[src/msmp_pkg.sv]
// Shared types and constants for the two-state Markov chain sampler.
package msmp_pkg;

  localparam int PROB_BITS = 16;
  localparam int MUL_W     = 33;
  localparam int PROD_W    = 2 * MUL_W;
  localparam int SQUARINGS = 10;
  localparam int SQ_CNT_W  = $clog2(SQUARINGS);

  localparam logic [PROB_BITS:0] PROB_ONE = (PROB_BITS + 1)'(1) << PROB_BITS;
  localparam logic [32:0]        Q32_ONE  = 33'h1_0000_0000;
  // floor(n/3) == (n * RECIP3) >> 33 for any 32-bit n
  localparam logic [MUL_W-1:0]   RECIP3   = 33'h0_AAAA_AAAB;

  localparam logic [0:0] REG_DECAY_RATE      = 1'b0;
  localparam logic [0:0] REG_INBRED_FRACTION = 1'b1;

  typedef struct packed {
    logic                 start_chain;
    logic signed [31:0]   distance;
    logic [PROB_BITS-1:0] uniform_draw;
  } sample_req_t;

  typedef struct packed {
    logic                 new_state;
    logic [PROB_BITS:0]   stay_zero_probability;
  } result_req_t;

  typedef enum logic [3:0] {
    ST_IDLE, ST_X, ST_T2, ST_T3, ST_T4, ST_D6, ST_D24, ST_SQ, ST_FIN, ST_MP
  } seq_state_t;

endpackage

[src/msmp_mul.sv]
// Shared multiplier with registered product.
module msmp_mul (
  input  logic                      clk,
  input  logic                      en,
  input  logic [msmp_pkg::MUL_W-1:0]  a,
  input  logic [msmp_pkg::MUL_W-1:0]  b,
  output logic [msmp_pkg::PROD_W-1:0] prod
);
  import msmp_pkg::*;

  always_ff @(posedge clk) begin
    if (en) begin
      prod <= a * b;
    end
  end
endmodule

[src/two_state_markov_chain_sampler_unit.sv]
// Top level: two-state Markov chain sampler with sequencer and shared multiplier.
//
// Usage:
//  - Config channel (cfg_valid/cfg_ready, cfg_index, cfg_data): index 0 is the
//    decay rate (Q0.32), index 1 the inbred fraction f (Q0.16). Other indexes
//    are dropped. cfg_ready is always high; write only while idle.
//  - Sample channel (sample_valid/sample_stall, sample): one request per marker.
//  - Result channel (result_valid/result_stall, result): one result per request.
// Sequencing:
//  - Start requests and negative (unlinked) distances: the result register
//    loads on acceptance, and the next request may follow at once.
//  - Linked steps: states X, T2, T3, T4, D6, D24, SQ, FIN, MP; the result
//    register loads in MP and the next request is taken once back in idle.
//    If a*d >= 24, X goes straight to FIN, skipping the series and squarings.
//    One shared 33x33 multiplier does a*d, three powers, two divide-by-constant
//    steps, ten squarings and the final probability product, one per cycle.
// Reset (rst, sync, active high): state 0, rate 2^-16, f 0, no result pending.
// A stalled result holds; a new request is taken only once the result
//  register is free or being drained.
module two_state_markov_chain_sampler_unit (
  input  logic                  clk,
  input  logic                  rst,
  input  logic                  cfg_valid,
  output logic                  cfg_ready,
  input  logic [1:0]            cfg_index,
  input  logic [31:0]           cfg_data,
  input  logic                  sample_valid,
  output logic                  sample_stall,
  input  msmp_pkg::sample_req_t sample,
  output logic                  result_valid,
  input  logic                  result_stall,
  output msmp_pkg::result_req_t result
);
  import msmp_pkg::*;

  localparam int SHIFT = 32 - PROB_BITS;
  localparam logic [33:0] HALF_Q = (34'd1 << SHIFT) >> 1;
  localparam logic [PROD_W-1:0] HALF_P = PROD_W'(PROB_ONE >> 1);

  seq_state_t state, state_next;

  logic [31:0]          decay_rate;
  logic [PROB_BITS-1:0] inbred_fraction;
  logic                 current_state;
  logic [PROB_BITS-1:0] draw;
  logic [31:0]          t, t2, t3, t4, d6;
  logic [32:0]          q;
  logic [SQ_CNT_W-1:0]  cnt;

  logic                 mul_en;
  logic [MUL_W-1:0]     op_a, op_b;
  logic [PROD_W-1:0]    prod;

  logic                 accept;
  logic                 slot_free;
  logic                 direct;
  logic                 result_load;
  logic [PROB_BITS:0]   one_minus_f;
  logic [32:0]          sq;
  logic [34:0]          q_sum;
  logic [33:0]          q_rnd;
  logic [PROB_BITS:0]   e, om, p_sel, r, p0_mp;
  logic                 overflow;

  assign cfg_ready    = 1'b1;
  assign slot_free    = !result_valid || !result_stall;
  assign sample_stall = !((state == ST_IDLE) && slot_free);
  assign accept       = sample_valid && !sample_stall;
  assign direct       = sample.start_chain || sample.distance[31];
  assign one_minus_f  = PROB_ONE - {1'b0, inbred_fraction};
  // result register loads on a direct request or at the end of a linked step
  assign result_load  = (accept && direct) || (state == ST_MP);

  // datapath helpers
  assign overflow = prod[PROD_W-1:32] >= (PROD_W - 32)'(24);
  assign sq = q[32] ? Q32_ONE : 33'((prod[63:0] + 64'h8000_0000) >> 32);
  assign q_sum = 35'(Q32_ONE) - 35'(t) + 35'(t2 >> 1) - 35'(d6)
               + 35'(prod[PROD_W-1:33]);
  assign q_rnd = ({1'b0, q} + HALF_Q) >> SHIFT;
  assign e     = (q_rnd > 34'(PROB_ONE)) ? PROB_ONE : q_rnd[PROB_BITS:0];
  assign om    = PROB_ONE - e;
  assign p_sel = current_state ? one_minus_f : {1'b0, inbred_fraction};
  assign r     = (PROB_BITS + 1)'((prod + HALF_P) >> PROB_BITS);
  assign p0_mp = current_state ? r : PROB_ONE - r;

  msmp_mul u_mul (
    .clk  (clk),
    .en   (mul_en),
    .a    (op_a),
    .b    (op_b),
    .prod (prod)
  );

  // next state
  always_comb begin
    state_next = state;
    unique case (state)
      ST_IDLE: if (accept && !direct) state_next = ST_X;
      ST_X:    state_next = overflow ? ST_FIN : ST_T2;
      ST_T2:   state_next = ST_T3;
      ST_T3:   state_next = ST_T4;
      ST_T4:   state_next = ST_D6;
      ST_D6:   state_next = ST_D24;
      ST_D24:  state_next = ST_SQ;
      ST_SQ:   if (cnt == SQ_CNT_W'(SQUARINGS - 1)) state_next = ST_FIN;
      ST_FIN:  state_next = ST_MP;
      ST_MP:   state_next = ST_IDLE;
      default: state_next = ST_IDLE;
    endcase
  end

  // multiplier operand select
  always_comb begin
    mul_en = 1'b0;
    op_a   = '0;
    op_b   = '0;
    unique case (state)
      ST_IDLE: begin
        mul_en = accept && !direct;
        op_a   = MUL_W'(decay_rate);
        op_b   = MUL_W'(sample.distance[30:0]);
      end
      ST_X: begin
        mul_en = 1'b1;
        op_a   = MUL_W'(prod[41:10]);
        op_b   = MUL_W'(prod[41:10]);
      end
      ST_T2: begin
        mul_en = 1'b1;
        op_a   = MUL_W'(prod[63:32]);
        op_b   = MUL_W'(t);
      end
      ST_T3: begin
        mul_en = 1'b1;
        op_a   = MUL_W'(prod[63:32]);
        op_b   = MUL_W'(t);
      end
      ST_T4: begin
        mul_en = 1'b1;
        op_a   = MUL_W'(t3 >> 1);
        op_b   = RECIP3;
      end
      ST_D6: begin
        mul_en = 1'b1;
        op_a   = MUL_W'(t4 >> 3);
        op_b   = RECIP3;
      end
      ST_D24: begin
        mul_en = 1'b1;
        op_a   = q_sum[32:0];
        op_b   = q_sum[32:0];
      end
      ST_SQ: begin
        mul_en = 1'b1;
        op_a   = sq;
        op_b   = sq;
      end
      ST_FIN: begin
        mul_en = 1'b1;
        op_a   = MUL_W'(p_sel);
        op_b   = MUL_W'(om);
      end
      ST_MP:   mul_en = 1'b0;
      default: mul_en = 1'b0;
    endcase
  end

  always_ff @(posedge clk) begin
    if (rst) begin
      state           <= ST_IDLE;
      decay_rate      <= 32'h0001_0000;
      inbred_fraction <= '0;
      current_state   <= 1'b0;
      result_valid    <= 1'b0;
      cnt             <= '0;
    end else begin
      state <= state_next;
      if (cfg_valid && cfg_ready) begin
        if (cfg_index == {1'b0, REG_DECAY_RATE}) begin
          decay_rate <= cfg_data;
        end else if (cfg_index == {1'b0, REG_INBRED_FRACTION}) begin
          inbred_fraction <= cfg_data[PROB_BITS-1:0];
        end
      end
      if (result_load) begin
        result_valid <= 1'b1;
      end else if (!result_stall) begin
        result_valid <= 1'b0;
      end
      if (accept) begin
        draw <= sample.uniform_draw;
        if (sample.start_chain) begin
          current_state                <= sample.uniform_draw < inbred_fraction;
          result.new_state             <= sample.uniform_draw < inbred_fraction;
          result.stay_zero_probability <= one_minus_f;
        end else if (sample.distance[31]) begin
          // unlinked marker
          current_state                <= !({1'b0, sample.uniform_draw} < one_minus_f);
          result.new_state             <= !({1'b0, sample.uniform_draw} < one_minus_f);
          result.stay_zero_probability <= one_minus_f;
        end
      end
      case (state)
        ST_X: begin
          t <= prod[41:10];
          if (overflow) q <= '0;
        end
        ST_T2:  t2 <= prod[63:32];
        ST_T3:  t3 <= prod[63:32];
        ST_T4:  t4 <= prod[63:32];
        ST_D6:  d6 <= prod[64:33];
        ST_D24: begin
          q   <= q_sum[32:0];
          cnt <= '0;
        end
        ST_SQ: begin
          q   <= sq;
          cnt <= cnt + 1'b1;
        end
        ST_MP: begin
          current_state                <= !({1'b0, draw} < p0_mp);
          result.new_state             <= !({1'b0, draw} < p0_mp);
          result.stay_zero_probability <= p0_mp;
        end
        default: ;
      endcase
    end
  end
endmodule

[config.mk]
export PLATFORM = sky130hd
export DESIGN_NAME = two_state_markov_chain_sampler_unit
export DESIGN_NICKNAME = d
export VERILOG_FILES = /design/src/msmp_pkg.sv /design/src/msmp_mul.sv /design/src/two_state_markov_chain_sampler_unit.sv
export SDC_FILE = /design/constraint.sdc
export NUM_CORES = 2
export LEC_CHECK = 0
export ABC_CLOCK_PERIOD_IN_PS = 16000
export BUFFER_PORTS_ARGS = -buffer_cell sky130_fd_sc_hd__buf_2
export CAP_MARGIN = 5
export CORE_UTILIZATION = 63
export CTS_CLUSTER_SIZE = 40
export DETAILED_ROUTE_END_ITERATION = 16
export PLACE_DENSITY = 0.8
export SKIP_LAST_GASP = 1
export SLEW_MARGIN = 25
export SYNTH_ARGS = -nofsm -noshare
export SYNTH_HDL_FRONTEND = slang
export SYNTH_SLANG_ARGS = --single-unit
[constraint.sdc]
create_clock -name clk -period 16 [get_ports clk]
set_clock_uncertainty 0.05 [all_clocks]
set_input_delay 0.8 -clock clk [delete_from_list [all_inputs] [get_ports clk]]
set_output_delay 0.8 -clock clk [all_outputs]
set_load 0.05 [all_outputs]
==> results_dict.tcl <==
set metrics [dict create \
    grt_max_degree 67 \
    dieHeight_um 295.1 \
    rsz0062_at_grt "false" \
    drt_first_pass_iters 10 \
    ios 109 \
    ant_nets 0 \
    ys_seq_area_frac 0.1674 \
    clockRootBuffer "clkbuf_16" \
    synth_seq_cells 321 \
    arrival_ps 13420 \
    endpoint "u_mul.prod[46]" \
    grt_pass1_wl_um 278800 \
    layout-drive-gt1-share 0.07060 \
    finalSetupTns_ps 0 \
    overflow 0 \
    worst-slew-pin-transition_ps 1189 \
    drt_first_iter_violations 5411 \
    power.switching_w 0.006152 \
    viasPerCell 6.356 \
    p_per_area_nw_per_um2 195.0 \
    fin_area_um2 57250 \
    reg2regPathDepth 39 \
    synthesis.nets 7305 \
    ys.flop_type "edfxtp_1" \
    cts_buffers 35 \
    critPathKind "flip-flop to flip-flop" \
    internal_power_w 0.005009 \
    yosys.cell_types.count 117 \
    status "finished clean" \
    cap_violations 0 \
    grt_pass1_vias 46360 \
    worst_slack_ps 2792 \
    die_w_um 295.1 \
    nets 7279 \
    post_cts_buffers 0 \
    crit_slowest_cell "o22ai_1" \
    p_clk_frac 0.075 \
    placed_area_um2 56040 \
    num_rows 107 \
    setup.worst_path.start "u_mul.prod[34]" \
    cp-end-kind "flip-flop" \
    cp.buffers_inverters 7 \
    cp.depth 39 \
    setup_viol 0 \
    crit_path_frequent_cell "fa_1" \
    area_growth_pct 5.787 \
    dp_hpwl_um 138600 \
    synth.cell_area_um2 54120 \
    grt.total_usage 0.4397 \
    cts_tree "built" \
    maxSlewViolCount 0 \
    clk_latency_ps 550 \
    power_frac_seq 0.136 \
    dp_slack_ps 3160 \
    cts_hold_buf 0 \
    max_freq_ghz 0.07571 \
    vias 44480 \
    r2r_end "u_mul.prod[46]" \
    min_period_ps 13210 \
    clock-sinks 321 \
    synth_edf_count 263 \
    ir_drop_v 0.0003198 \
    async_reset_ff_frac 0 \
    port_buffers 107 \
    cts.clk_slew.worst_paths_ps 70 \
    drt_wl_total_um 185600 \
    p_comb_frac 0.789 \
    crit_path_max_incr_delay_ps 880 \
    final_util 0.6724 \
    cts_resized 0 \
    syn_avg_cell_area_um2 9.253 \
    worst_hold_path.num_cells 2 \
    cp.required_ps 16220 \
    htree_num_levels 2 \
    postSynthCellCount 5849 \
    wire_per_inst_um 26.52 \
    final_hold_viol_count 0 \
    timing.critical_path.fanout_max 12 \
    start_util 0.6356 \
    die-area_um2 87080 \
    critical-path-top-delay-family "adder cells" \
    cts_buffer_depth 3 \
    min_period_over_period 0.8255 \
    synth_warnings 0 \
    gp_congestion 1.048 \
    hold_path.class "flip-flop to flip-flop" \
    drc 0 \
    antenna_found_initial 12 \
    rrSetupSlack_ps 2790 \
    critPathLaunchType "flip-flop" \
    maxSlewHeadroom 0.2074 \
    core_area_um2 85150 \
    p_leak_nw 27.17 \
    regToRegStartpoint "u_mul.prod[34]" \
    swShare 0.5512 \
]
==> worst min-delay path by stage <==
stage / slack (ps) / start / to
after floorplan: 370 / u_mul.prod[10] / t[0]
after global placement: 390 / decay_rate[15] / decay_rate[15]
after detailed placement: 400 / decay_rate[15] / decay_rate[15]
after CTS: 400 / sample[0] / draw[0]
after global routing: 420 / sample[0] / draw[0]
final: 410 / decay_rate[15] / decay_rate[15]
==> cell families (layout without fill, tap and decap cells) <==
group	after synthesis	in the layout	synth area share
compound gates	667	667	0.08702
xor+xnor	185	185	0.02994
fa+ha+maj	1368	1368	0.4578
buf+inv	1512	1513	0.1086
flops	321	321	0.1674
mux	20	20	0.003745
other cells	1	5	0.00006929
simple gates	1775	1775	0.1455
==> through the flow <==
stage | std cells | hold slack, ps | total power [W]
after detailed placement | 6929 | 400.7 | 0.009966
final | 6998 | 411.3 | 0.01116
after global placement | 6927 | 392.4 | 0.009791
after global routing | 6994 | 415.6 | 0.01192
after floorplan | 5849 | 368.2 | 0.007377
after CTS | 6993 | 403.3 | 0.01084
==> synth_stat cells, types with 7 or more instances <==
library cell / number / area, um2
inv_1: 1225 / 4598
fa_1: 1020 / 20420
nand2_1: 877 / 3292
nor2_1: 468 / 1757
ha_1: 348 / 4354
edfxtp_1: 263 / 7898
a21oi_1: 196 / 980.9
clkbuf_1: 175 / 656.9
xnor2_1: 134 / 1174
buf_2: 83 / 415.4
a21o_1: 75 / 563.0
o21ai_0: 70 / 350.3
nand3_1: 64 / 320.3
a22oi_1: 63 / 473.0
and2_1: 61 / 381.6
dfxtp_1: 58 / 1161
xor2_1: 51 / 446.7
nand4_1: 45 / 281.5
and3_1: 41 / 256.5
nor3_1: 40 / 200.2
a31oi_1: 24 / 150.1
nand2b_1: 24 / 150.1
nor2_2: 21 / 131.4
buf_4: 20 / 150.1
a221oi_1: 19 / 166.4
nor2b_1: 19 / 118.9
or3_1: 19 / 118.9
and4_1: 18 / 157.7
mux2i_1: 18 / 180.2
a211oi_1: 16 / 120.1
o2111ai_1: 16 / 140.1
o21bai_1: 16 / 120.1
o2111a_1: 15 / 168.9
o21a_1: 15 / 112.6
o22ai_1: 15 / 93.84
a211o_1: 14 / 122.6
a222oi_1: 12 / 120.1
nor4_1: 12 / 75.07
o21ai_1: 12 / 60.06
or2_2: 10 / 62.56
nor3b_1: 8 / 60.06
a22o_1: 7 / 61.31
o31ai_1: 7 / 52.55
==> worst register-to-register path, delay by kind of cell, from the launching register on <==
| kind | cells | cell delay (ps) |
|---|---|---|
| simple gates | 5 | 1590 |
| flops | 1 | 710 |
| fa+ha+maj | 11 | 5240 |
| buf+inv | 7 | 910 |
| compound gates | 14 | 3820 |
| xor+xnor | 2 | 590 |
==> registers in the layout, indices dropped and copies added (netlist names) <==
register / flops
inbred_fraction: 16
draw: 16
d6: 32
result_valid: 1
t: 32
state: 4
result: 18
t3: 31
q: 18
cnt: 4
current_state: 1
decay_rate: 32
u_mul.prod: 56
t2: 31
t4: 29
==> final cells by class <==
type	count	area [um2]
repair buffers	224	1435
multi-input cells	4016	39560
flip-flops and latches	321	9059
fillers	6635	27900
clock buffers	51	1018
well taps	1144	1431
clock inverters	13	137.6
diodes	4	10.01
inverters	1225	4598
==> power groups by stage <==
stage | registers, W | logic (W) | clock network, W
2_1_floorplan | 0.00140 | 0.00598 | 0
3_3_place_gp | 0.00150 | 0.00829 | 0
3_5_place_dp | 0.00150 | 0.00847 | 0
4_1_cts | 0.00148 | 0.00852 | 0.000835
5_1_grt | 0.00150 | 0.00956 | 0.000864
6_report | 0.00151 | 0.00881 | 0.000840
==> cell usage in the layout, fill, tap and decap left out, drive strengths merged, types with 58 or more instances in the layout <==
| master | instances |
|---|---|
| a21o | 75 |
| a21oi | 198 |
| a22oi | 63 |
| and2 | 62 |
| buf | 224 |
| dfxtp | 58 |
| edfxtp | 263 |
| fa | 1020 |
| ha | 348 |
| inv | 1230 |
| nand2 | 877 |
| nand3 | 68 |
| nor2 | 489 |
| o21ai | 87 |
| xnor2 | 134 |
==> layer usage <==
metal	global-route usage	vias up	wire length, um
met1	0.5205	21750	59620
li1	-	18150	-
met2	0.6658	3507	80100
met4	0.3344	2	18510
met5	0	-	13
met3	0.1475	1073	27350
Power figures use the tool's default switching activity.
